===== src/rtl/assert_macros.svh =====
// Assertion macros shared by the sequencer RTL.
`ifndef ASSERT_MACROS_SVH
`define ASSERT_MACROS_SVH

// Property that must hold at every clock edge out of reset.
`define SWPS_ASSERT(lbl, expr, msg) \
    lbl: assert property (@(posedge clk) disable iff (!rst_n) (expr)) else $error(msg);

// Same-cycle implication.
`define SWPS_ASSERT_IMP(lbl, ante, cons, msg) \
    lbl: assert property (@(posedge clk) disable iff (!rst_n) (ante) |-> (cons)) else $error(msg);

`endif


===== src/rtl/swps_pkg.sv =====
// Types and constants of the servo waypoint sequencer.
`timescale 1ns / 1ps
package swps_pkg;

    localparam int QUEUE_DEPTH   = 16;
    localparam int JOINT_COUNT   = 6;
    localparam int ANGLE_BITS    = 16;
    localparam int GRIPPER_JOINT = 5;
    localparam int THR_W         = 16;
    localparam int PTR_W         = (QUEUE_DEPTH > 1) ? $clog2(QUEUE_DEPTH) : 1;
    localparam int CNT_W         = $clog2(QUEUE_DEPTH + 1);
    localparam int CFG_IDX_W     = 1;

    localparam logic [CFG_IDX_W-1:0] REG_ARM_THR  = 1'b0;
    localparam logic [CFG_IDX_W-1:0] REG_HAND_THR = 1'b1;

    typedef enum logic {
        CMD_PUSH   = 1'b0,
        CMD_STATUS = 1'b1
    } cmd_t;

    typedef logic signed [ANGLE_BITS-1:0] angle_t;
    typedef angle_t [JOINT_COUNT-1:0] waypoint_t;
    typedef logic [THR_W-1:0] thr_word_t;

    typedef struct packed {
        thr_word_t arm;
        thr_word_t hand;
    } thr_t;

    // Classified beat handed from front to back.
    typedef struct packed {
        logic      is_push;
        waypoint_t angles;
    } qitem_t;

    typedef struct packed {
        logic      target_valid;
        waypoint_t target;
        logic      moving;
        logic      advanced;
        logic      push_rejected;
    } res_t;

endpackage


===== src/rtl/swps_front.sv =====
// Front end: accepts input beats, classifies them, buffers them in a two-entry queue.
`timescale 1ns / 1ps
`include "assert_macros.svh"
module swps_front (
    input  logic               clk,
    input  logic               rst_n,
    input  logic               item_valid,
    output logic               item_stall,
    input  logic               item_cmd,
    input  swps_pkg::waypoint_t item_angles,
    output logic               q_valid,
    output swps_pkg::qitem_t   q_item,
    input  logic               q_pop
);
    import swps_pkg::*;

    localparam logic [1:0] Q_FULL = 2'd2;

    logic [1:0] cnt_reg, cnt_next;
    logic       wr_ptr_reg, wr_ptr_next;
    logic       rd_ptr_reg, rd_ptr_next;
    qitem_t     slot_reg [2];
    logic       wr_en;
    qitem_t     wr_item;

    assign item_stall = (cnt_reg == Q_FULL);
    assign wr_en      = item_valid && !item_stall;
    assign q_valid    = (cnt_reg != 2'd0);
    assign q_item     = slot_reg[rd_ptr_reg];

    always_comb
    begin
        wr_item.is_push = (cmd_t'(item_cmd) == CMD_PUSH);
        wr_item.angles  = item_angles;
    end

    always_comb
    begin
        wr_ptr_next = wr_ptr_reg;
        rd_ptr_next = rd_ptr_reg;
        cnt_next    = cnt_reg;
        if (wr_en)
        begin
            wr_ptr_next = !wr_ptr_reg;
        end
        if (q_pop)
        begin
            rd_ptr_next = !rd_ptr_reg;
        end
        case ({wr_en, q_pop})
            2'b10:   cnt_next = cnt_reg + 2'd1;
            2'b01:   cnt_next = cnt_reg - 2'd1;
            default: cnt_next = cnt_reg;
        endcase
    end

    always_ff @(posedge clk or negedge rst_n)
    begin
        if (!rst_n)
        begin
            cnt_reg    <= 2'd0;
            wr_ptr_reg <= 1'b0;
            rd_ptr_reg <= 1'b0;
        end
        else
        begin
            cnt_reg    <= cnt_next;
            wr_ptr_reg <= wr_ptr_next;
            rd_ptr_reg <= rd_ptr_next;
        end
    end

    always_ff @(posedge clk)
    begin
        if (wr_en)
        begin
            slot_reg[wr_ptr_reg] <= wr_item;
        end
    end

    `SWPS_ASSERT(a_front_cnt_bound, cnt_reg <= Q_FULL, "command queue overfilled")

endmodule


===== src/rtl/swps_back.sv =====
// Back end: waypoint FIFO, per-joint arrival check and result register.
`timescale 1ns / 1ps
`include "assert_macros.svh"
module swps_back (
    input  logic             clk,
    input  logic             rst_n,
    input  swps_pkg::thr_t   thr,
    input  logic             q_valid,
    input  swps_pkg::qitem_t q_item,
    output logic             q_pop,
    output logic             res_valid,
    output swps_pkg::res_t   res,
    input  logic             res_stall
);
    import swps_pkg::*;

    localparam int ERR_W = ANGLE_BITS + 1;
    localparam int CMP_W = (ERR_W > THR_W) ? ERR_W : THR_W;

    typedef enum logic {
        ST_IDLE,
        ST_CMP
    } state_t;

    state_t           state_reg, state_next;
    logic [PTR_W-1:0] head_reg, head_next;
    logic [PTR_W-1:0] tail_reg, tail_next;
    logic [CNT_W-1:0] cnt_reg, cnt_next;
    logic             res_valid_reg, res_valid_next;
    res_t             res_reg, res_next;
    waypoint_t        meas_reg;
    waypoint_t        rd_data_reg;
    waypoint_t        waypoint_mem [QUEUE_DEPTH];

    logic             out_free;
    logic             full;
    logic             mem_we;
    logic             rd_en;
    logic             res_load;
    logic             all_ok;
    logic [JOINT_COUNT-1:0] joint_ok;

    assign out_free  = !res_valid_reg || !res_stall;
    assign full      = (cnt_reg == CNT_W'(QUEUE_DEPTH));
    assign res_valid = res_valid_reg;
    assign res       = res_reg;

    // One subtract / abs / compare lane per joint.
    always_comb
    begin
        logic signed [ERR_W-1:0] diff;
        logic [ERR_W-1:0]        err;
        logic [CMP_W-1:0]        thr_x;
        for (int j = 0; j < JOINT_COUNT; j++)
        begin
            diff = ERR_W'($signed(meas_reg[j])) - ERR_W'($signed(rd_data_reg[j]));
            err  = diff[ERR_W-1] ? ERR_W'(-diff) : ERR_W'(diff);
            thr_x = (j == GRIPPER_JOINT) ? CMP_W'(thr.hand) : CMP_W'(thr.arm);
            joint_ok[j] = (CMP_W'(err) <= thr_x);
        end
    end

    assign all_ok = &joint_ok;

    always_comb
    begin
        state_next = state_reg;
        head_next  = head_reg;
        tail_next  = tail_reg;
        cnt_next   = cnt_reg;
        res_next   = res_reg;
        q_pop      = 1'b0;
        mem_we     = 1'b0;
        rd_en      = 1'b0;
        res_load   = 1'b0;

        unique case (state_reg)
            ST_IDLE:
            begin
                if (q_valid && out_free)
                begin
                    q_pop = 1'b1;
                    res_next = '0;
                    if (q_item.is_push)
                    begin
                        res_load = 1'b1;
                        res_next.moving = 1'b1;
                        res_next.push_rejected = full;
                        if (!full)
                        begin
                            mem_we    = 1'b1;
                            tail_next = (tail_reg == PTR_W'(QUEUE_DEPTH - 1)) ?
                                        '0 : tail_reg + PTR_W'(1);
                            cnt_next  = cnt_reg + CNT_W'(1);
                        end
                    end
                    else if (cnt_reg == '0)
                    begin
                        res_load = 1'b1;
                    end
                    else
                    begin
                        rd_en      = 1'b1;
                        state_next = ST_CMP;
                    end
                end
            end
            ST_CMP:
            begin
                if (out_free)
                begin
                    res_load              = 1'b1;
                    res_next.target_valid = 1'b1;
                    res_next.target       = rd_data_reg;
                    res_next.advanced     = all_ok;
                    res_next.push_rejected = 1'b0;
                    res_next.moving       = all_ok ? (cnt_reg != CNT_W'(1)) : 1'b1;
                    if (all_ok)
                    begin
                        head_next = (head_reg == PTR_W'(QUEUE_DEPTH - 1)) ?
                                    '0 : head_reg + PTR_W'(1);
                        cnt_next  = cnt_reg - CNT_W'(1);
                    end
                    state_next = ST_IDLE;
                end
            end
            default:
            begin
                state_next = ST_IDLE;
            end
        endcase

        if (res_load)
        begin
            res_valid_next = 1'b1;
        end
        else if (!res_stall)
        begin
            res_valid_next = 1'b0;
        end
        else
        begin
            res_valid_next = res_valid_reg;
        end
    end

    always_ff @(posedge clk or negedge rst_n)
    begin
        if (!rst_n)
        begin
            state_reg     <= ST_IDLE;
            head_reg      <= '0;
            tail_reg      <= '0;
            cnt_reg       <= '0;
            res_valid_reg <= 1'b0;
        end
        else
        begin
            state_reg     <= state_next;
            head_reg      <= head_next;
            tail_reg      <= tail_next;
            cnt_reg       <= cnt_next;
            res_valid_reg <= res_valid_next;
        end
    end

    // Payload and memory: no reset.
    always_ff @(posedge clk)
    begin
        if (res_load)
        begin
            res_reg <= res_next;
        end
        if (mem_we)
        begin
            waypoint_mem[tail_reg] <= q_item.angles;
        end
        if (rd_en)
        begin
            rd_data_reg <= waypoint_mem[head_reg];
            meas_reg    <= q_item.angles;
        end
    end

    `SWPS_ASSERT(a_cnt_bound, cnt_reg <= CNT_W'(QUEUE_DEPTH), "waypoint count over depth")
    `SWPS_ASSERT_IMP(a_cmp_nonempty, state_reg == ST_CMP, cnt_reg != '0, "compare on empty FIFO")
    `SWPS_ASSERT_IMP(a_adv_target, res_valid_reg && res_reg.advanced, res_reg.target_valid, "advance without target")
    `SWPS_ASSERT_IMP(a_reject_push, res_valid_reg && res_reg.push_rejected, res_reg.moving && !res_reg.target_valid, "bad reject beat")

endmodule


===== src/rtl/servo_waypoint_sequencer_core.sv =====
// Top level of the servo waypoint sequencer: threshold registers, front and back.
`timescale 1ns / 1ps
// Path: a push, or a status beat on an empty FIFO, goes via a queue slot and the result
//   register; a status beat that finds a waypoint also goes via the memory read register.
// Throughput: one push per cycle while results are not stalled; a status beat with a
//   waypoint stops back-end pops during the compare state that the registered read needs.
// A two-beat command queue decouples input acceptance from the back end.
// Reset (rst_n low, async): FIFO empty, queues empty, thresholds 82 (arm) and 410 (hand).
module servo_waypoint_sequencer_core (
    input  logic                               clk,
    input  logic                               rst_n,
    // input channel
    input  logic                               item_valid,
    output logic                               item_stall,
    input  logic                               cmd,
    input  swps_pkg::angle_t                   angle_0,
    input  swps_pkg::angle_t                   angle_1,
    input  swps_pkg::angle_t                   angle_2,
    input  swps_pkg::angle_t                   angle_3,
    input  swps_pkg::angle_t                   angle_4,
    input  swps_pkg::angle_t                   angle_5,
    // result channel
    output logic                               result_valid,
    input  logic                               result_stall,
    output logic                               target_valid,
    output swps_pkg::angle_t                   target_0,
    output swps_pkg::angle_t                   target_1,
    output swps_pkg::angle_t                   target_2,
    output swps_pkg::angle_t                   target_3,
    output swps_pkg::angle_t                   target_4,
    output swps_pkg::angle_t                   target_5,
    output logic                               moving,
    output logic                               advanced,
    output logic                               push_rejected,
    // configuration write port
    input  logic                               cfg_we,
    input  logic [swps_pkg::CFG_IDX_W-1:0]     cfg_index,
    input  logic [swps_pkg::THR_W-1:0]         cfg_data
);
    import swps_pkg::*;

    localparam thr_word_t ARM_THR_RST  = THR_W'(82);
    localparam thr_word_t HAND_THR_RST = THR_W'(410);

    thr_t      thr_reg, thr_next;
    waypoint_t in_angles;
    logic      q_valid;
    qitem_t    q_item;
    logic      q_pop;
    res_t      res;

    // Threshold registers: written only while the block is idle, by the user; unenforced.
    always_comb
    begin
        thr_next = thr_reg;
        if (cfg_we)
        begin
            unique case (cfg_index)
                REG_ARM_THR:  thr_next.arm  = cfg_data;
                REG_HAND_THR: thr_next.hand = cfg_data;
                default:      thr_next = thr_reg;
            endcase
        end
    end

    always_ff @(posedge clk or negedge rst_n)
    begin
        if (!rst_n)
        begin
            thr_reg.arm  <= ARM_THR_RST;
            thr_reg.hand <= HAND_THR_RST;
        end
        else
        begin
            thr_reg <= thr_next;
        end
    end

    // Joint 0 sits in the low element.
    assign in_angles[0] = angle_0;
    assign in_angles[1] = angle_1;
    assign in_angles[2] = angle_2;
    assign in_angles[3] = angle_3;
    assign in_angles[4] = angle_4;
    assign in_angles[5] = angle_5;

    swps_front u_front (
        .clk         (clk),
        .rst_n       (rst_n),
        .item_valid  (item_valid),
        .item_stall  (item_stall),
        .item_cmd    (cmd),
        .item_angles (in_angles),
        .q_valid     (q_valid),
        .q_item      (q_item),
        .q_pop       (q_pop)
    );

    swps_back u_back (
        .clk       (clk),
        .rst_n     (rst_n),
        .thr       (thr_reg),
        .q_valid   (q_valid),
        .q_item    (q_item),
        .q_pop     (q_pop),
        .res_valid (result_valid),
        .res       (res),
        .res_stall (result_stall)
    );

    assign target_valid  = res.target_valid;
    assign target_0      = res.target[0];
    assign target_1      = res.target[1];
    assign target_2      = res.target[2];
    assign target_3      = res.target[3];
    assign target_4      = res.target[4];
    assign target_5      = res.target[5];
    assign moving        = res.moving;
    assign advanced      = res.advanced;
    assign push_rejected = res.push_rejected;

endmodule


===== config.mk =====
export PLATFORM = sky130hd
export DESIGN_NAME = servo_waypoint_sequencer_core
export DESIGN_NICKNAME = d
export VERILOG_FILES = /design/src/rtl/swps_pkg.sv /design/src/rtl/swps_front.sv /design/src/rtl/swps_back.sv /design/src/rtl/servo_waypoint_sequencer_core.sv
export VERILOG_INCLUDE_DIRS = /design/src /design/src/rtl
export SDC_FILE = /design/constraint.sdc
export NUM_CORES = 2
export LEC_CHECK = 0
export BUFFER_PORTS_ARGS = -buffer_cell sky130_fd_sc_hd__buf_2
export CAP_MARGIN = 30
export CELL_PAD_IN_SITES_DETAIL_PLACEMENT = 1
export CELL_PAD_IN_SITES_GLOBAL_PLACEMENT = 1
export CORE_MARGIN = 5
export CORE_UTILIZATION = 41
export DETAILED_ROUTE_END_ITERATION = 8
export PLACE_DENSITY_LB_ADDON = 0.1
export SLEW_MARGIN = 10
export SYNTH_ARGS = -nofsm -noshare
export SYNTH_HDL_FRONTEND = slang
export SYNTH_SLANG_ARGS = --single-unit

===== constraint.sdc =====
create_clock -name clk -period 21.3 [get_ports clk]
set_input_delay 5.325 -clock clk [delete_from_list [all_inputs] [get_ports clk]]
set_output_delay 5.325 -clock clk [all_outputs]
set_load 0.01 [all_outputs]

# [Word level (Yosys, flattened, before mapping)]
# Memories as Yosys holds them, arrays and structs flattened. A register that Yosys moved wholly into a read port is not among the register bits.
# Cells that the tools add are included.
# Widths: inputs -> output; s select.
[op_classes] magnitude_cmp=6 eq_ne=13 bitwise=4 n_mux=44 addsub=18 reduce_logical=18
[op_table] operator="$mux 100" n=2
[op_table] operator="$pmux 100 s2" n=1
[op_table] operator="$le 17x16->1" n=6
[op_table] operator="$mux 17" n=6
[op_table] operator="$neg 17->17" n=6
[op_table] operator="$sub 16x16->17" n=6
[op_table] operator="$mux 5" n=5
[op_table] operator="$mux 1" n=24
[op_table] operator="$pmux 5 s2" n=1
[op_table] operator="$add 4x1->4 const B" n=2
[op_table] operator="$eq 4x4->1 const B" n=2
[op_table] operator="$mux 4" n=2
[op_table] operator="$ne 2x2->1 const B" n=4
[op_table] operator="$reduce_and 8->1" n=1
[op_table] operator="$reduce_and 6->1" n=1
[op_table] operator="$add 5x1->5 const B" n=1
[op_table] operator="$eq 5x5->1 const B" n=1
[op_table] operator="$logic_not 1->1" n=5
[op_table] operator="$logic_not 5->1" n=1
[op_table] operator="$ne 5x1->1 const B" n=1
[op_table] operator="$reduce_and 5->1" n=1
[op_table] operator="$sub 5x1->5 const B" n=1
[op_table] operator="$eq 2x2->1 const B" n=2
[op_table] operator="$ne 2x1->1 const B" n=2
[op_table] operator="12 further kinds" n=19
[totals] ram_bits=1730 input_bits=119 n_memories=2 elab_cells=131 reg_bits=247
[mem_list] memory="u_back.waypoint_mem" words=16 word_bits=96 rd=1 rd_ports_with_merged_regs=1 wr=1 line="swps_back.sv:33" rtl="waypoint_t waypoint_mem [QUEUE_DEPTH];"
[mem_list] memory="u_front.slot_reg" words=2 word_bits=97 rd=1 rd_ports_with_merged_regs=0 wr=1 line="swps_front.sv:22" rtl="qitem_t slot_reg [2];"

# [Depth between registers and ports, before layout]
[depth] word_depth=8 mapped_depth=26

# [By module]
# From an unflattened synthesis, not the netlist that was laid out.
[hier_totals] hier_cells=4426 hier_area_um2=85821.1
[modules_own_cells] mod="swps_back" area_each_um2=77291.6 seq_area_each_um2=55268.0 n_inst=1 cells_per_inst=4037
[modules_own_cells] mod="swps_front" area_each_um2=7267.0 seq_area_each_um2=5925.7 n_inst=1 cells_per_inst=320
[modules_own_cells] mod="servo_waypoint_sequencer_core" area_each_um2=1262.5 seq_area_each_um2=810.8 n_inst=1 cells_per_inst=69

# [Worst setup path after synthesis]
# No wires, ideal clock.
[synth_path] kind="input to register" start="input port result_stall" end="register u_back.meas_reg[0] in the netlist's numbering, enable pin" required_time_ns=20.317 arrival_time_ns=18.509 setup_slack_ns=1.808 stages=3 setup_time_ns=0.983 cell_sequence="nand2_1 > nand2_1 > nor3_1"
[synth_between] elab_chain_len=5
[synth_lines] element="start: declaration" line="servo_waypoint_sequencer_core.sv:24" rtl="input logic result_stall,"
[synth_lines] element="$logic_not 1->1" line="swps_back.sv:43" rtl="assign out_free = !res_valid_reg || !res_stall;"
[synth_lines] element="$logic_or 1x1->1" line="swps_back.sv:43"
[synth_lines] element="$logic_and 1x1->1" line="swps_back.sv:80" rtl="if (q_valid && out_free)"
[synth_lines] element="$mux 1" line="swps_back.sv:80"
[synth_lines] element="$mux 1" line="swps_back.sv:77" rtl="unique case (state_reg)"
[synth_lines] element="net u_back.rd_en" line="swps_back.sv:38" rtl="logic rd_en;"
[synth_lines] element="end signal: assignment" line="swps_back.sv:181" rtl="meas_reg <= q_item.angles;"
[synth_lines] element="end: declaration" line="swps_back.sv:31" rtl="waypoint_t meas_reg;"
# The timed path passes the listed nets, and every way through them passes these cells.
# A chain may end at the register's enable or synchronous reset.

# [Worst setup path after layout]
[layout_path] start="input port result_stall" end="memory u_back.waypoint_mem[15][55] in the netlist's numbering, enable pin"
[layout_between] elab_chain_len=7
[layout_lines] element="$logic_not 1->1" line="swps_back.sv:43"
[layout_lines] element="$logic_or 1x1->1" line="swps_back.sv:43"
[layout_lines] element="$logic_and 1x1->1" line="swps_back.sv:80"
[layout_lines] element="$mux 1" line="swps_back.sv:80"
[layout_lines] element="$mux 1" line="swps_back.sv:77"
[layout_lines] element="$mux 1" line="swps_back.sv:174" rtl="if (mem_we)"
[layout_lines] element="$mux 1 (not written as such)" line="swps_back.sv:176" rtl="waypoint_mem[tail_reg] <= q_item.angles;"
[layout_lines] element="end: declaration" line="swps_back.sv:33"
# No other way between the ends.

==> metrics.md <==
| Metric | Value |
|---|---|
| Vias in the first global route | `47,050` |
| Clk sinks | `2,073` |
| Worst-case clock buffer depth | `3` |
| Final Routed Wirelength | `237,700 um` |
| Max-cap violations | `0` |
| GRT Util Overall | `0.2176` |
| Die W | `468.8 um` |
| Status | `complete, no violations` |
| Wire length per cell | `30.13 um` |
| Setup-failing EPs final | `0` |
| Vias/cell | `5.618` |
| Initial Util | `0.4118` |
| CTS tree | `built` |
| Post-layout min period | `7.998 ns` |
| Clk slew on worst S/H paths | `0.06 ns` |
| Worst-path cell chain | `buf_2 > nand2_1 > nand2_1 > nor2_1 > and3_1 > buf_4 > nand3_1 > nor2_4 > buf_4 > buf_4` |
| I/O Buffers | `220` |
| RSZ-0062 raised after global routing | `false` |
| Crit start category | `input pin` |
| Final Wtd Congestion | `0.7967` |
| Post-Syn Area | `86,310 um^2` |
| Synth top area share | `0.7035` |
| Num ports | `221` |
| Crit path to | `u_back.waypoint_mem[15][55]` |
| Data required, critical path | `21.77 ns` |
| Number of flip-flops in the largest register | `1,536` |
| Number of H-tree levels | `4` |
| R2R depth | `22` |
| Leakage | `0.03237 uW` |
| Final Hold Vio Count | `0` |
| Final period utilization | `0.3755` |
| Setup WS post-layout | `13.30 ns` |
| # DRC | `0` |
| Final design utilization | `0.4694` |
| Post-place setup slack | `12.33 ns` |
| Largest net degree at the start of global routing | `138` |
| Critical Path Source | `result_stall` |
| CTS Buf Count | `215` |
| HPWL after detailed placement | `151,600 um` |
| Clk_lat worst skew | `0.87 ns` |
| PwrDens | `150.0 nW/um^2` |
| Pins over their slew limit | `0` |
| Fraction of registers with async set/reset | `0.02460` |
| Synthesis-to-layout area growth | `13.98%` |
| ANT nets after route | `0` |
| Distinct cell type count after synthesis | `102` |
| Die height | `468.8 um` |
| Synth area leader | `edfxtp_1` |
| Max VDD drop | `0.09668 mV` |
| Main area contributors after synthesis | `edfxtp_1 (70%), mux4_2 (13%), ha_1 (3.0%)` |
| DR vias | `44,320` |
| Slew headroom | `0.2850` |
| Postcts setup bufs | `0` |
| Die area | `219,800 um^2` |
| Gates resized, CTS repair | `0` |
| Slowest stage delay, CP | `0.70 ns` |
| Syn nets | `4,859` |
| Setup CP Type | `input pin to flop` |
| Number of flops mapped to enable cells by yosys | `2,022` |
| Synth warn | `0` |
| Worst EP arrival | `8.47 ns` |
| FF-to-FF End | `u_back.cnt_reg[2]` |
| # hold bufs at CTS | `0` |
| Syn_area_per_cell | `19.07 um^2` |
| Fin Setup TNS | `0 ns` |
| Seq/Total Area, Yosys | `0.7184` |
| FP Rows | `168` |
| Most used flip-flop cell after synthesis | `edfxtp_1` |
| Placeable Area | `209,600 um^2` |
| Worst Tran Pin Value | `1.073 ns` |
| Starting DRT DRC Count | `3,762` |
| TritonRoute pass-1 iters | `7` |
| FF-to-FF setup slack | `14.09 ns` |
| Grt ovf | `0` |
| #FFs+latches synth | `2,073` |
| Commonest non-fill, non-tap cell in the layout | `edfxtp_1` |
| Hold crit path type | `flop to flop` |
| Crit Path Max Fanout | `33` |
| Clock root cell | `clkbuf_16` |
| Most used cell, CP | `buf_4` |
| Reg2reg start | `u_back.rd_data_reg[0]` |
| Layout cells sized above 1 | `0.2591` |
| CP Capture Type | `flop` |
| Clock Skew | `0.04092 ns` |
| Initial antenna violation count | `22` |
| Total Nets Final | `5,232` |
| Commonest cells after routing, fill and taps aside | `edfxtp_1 (2,022), mux4_2 (480), buf_2 (222), clkbuf_16 (218), ha_1 (208)` |
| Mapped Cells | `4,526` |
| FMAX | `0.1250 GHz` |
| First-pass GRT wire length | `344,500 um` |
| Slowest CP cell | `buf_4` |
## final cells by class
class	count	area, um^2
Antenna cell	4	10.01
Clock buffer	279	5754
Clock inverter	119	988.4
Fill cell	19350	111200
Inverter	176	663.1
Multi-Input combinational cell	2098	23070
Sequential cell	2073	62020
Tap cell	2805	3510
Timing Repair Buffer	335	2346
## routing by layer
| metal | GRT usage | part of all wire |
|---|---|---|
| met5 | 0 | 0.00014 |
| met1 | 0.3123 | 0.45 |
| met2 | 0.3554 | 0.48 |
| met3 | 0.03544 | 0.048 |
| met4 | 0.04353 | 0.019 |
## power by group
part	switching (uW)	leakage [uW]	internal [uW]
clock	1580	0.00329	2040
sequential	188	0.0190	5490
combinational	3430	0.0101	2030
total	5200	0.0324	9560
## kinds of logic (layout without fill, tap and decap cells)
group / after synthesis / count (layout) / synth area share
XOR/XNOR: 144 / 144 / 0.01470
AO/OA/AOI/OAI: 491 / 491 / 0.04064
AND/OR/NAND/NOR: 644 / 644 / 0.03737
flip-flops: 2073 / 2073 / 0.7184
adder cells (fa/ha/maj): 214 / 214 / 0.03155
buffers and inverters: 355 / 909 / 0.01579
multiplexers: 605 / 605 / 0.1415
other: 0 / 4 / 0
## cells in the mapped netlist, types with 17 or more instances
master / number
a31oi_1: 19
nor3_1: 38
ha_1: 208
o21ai_0: 93
o31ai_1: 19
dfrtp_1: 43
nor2b_1: 30
nor2_1: 205
xor2_1: 48
o211ai_1: 22
and2_1: 21
inv_1: 176
a21o_1: 38
xnor2_1: 95
mux2_2: 114
nand3_1: 45
nor4_1: 25
and3_1: 17
a211oi_1: 23
clkbuf_1: 131
a21oi_1: 117
nand4_1: 30
edfxtp_1: 2022
mux4_2: 480
nand2_1: 130
nand2b_1: 20
buf_1: 35
o21a_1: 22
## how the worst min path moves through the flow
stage                        from                 end  slack (ns)  cells past startpoint
2_1_floorplan  u_front.cnt_reg[1]  u_front.cnt_reg[1]        0.46                      1
3_3_place_gp   u_front.cnt_reg[1]  u_front.cnt_reg[1]        0.49                      1
3_5_place_dp   u_front.cnt_reg[1]  u_front.cnt_reg[1]        0.48                      1
4_1_cts        u_front.cnt_reg[1]  u_front.cnt_reg[1]        0.50                      1
5_1_grt        u_front.cnt_reg[1]  u_front.cnt_reg[1]        0.52                      1
6_report       u_front.cnt_reg[1]  u_front.cnt_reg[1]        0.50                      1
## critical path, delay by kind of cell
kind,cells,cell delay (ns)
buffers and inverters,4,1.65
and+or+nand+nor,6,1.42
## through the flow
step | power, uW | instances | hold WS (ns) | instance area (um^2)
global placement | 11130 | 7455 | 0.4864 | 91020
floorplan | 9441 | 4526 | 0.4566 | 86310
finish | 14760 | 7889 | 0.4952 | 98370
detailed placement | 11280 | 7478 | 0.4841 | 91390
global route | 15630 | 7887 | 0.5168 | 98360
CTS | 14940 | 7876 | 0.4951 | 98130
Note: power is estimated with default switching activity, not from simulation.
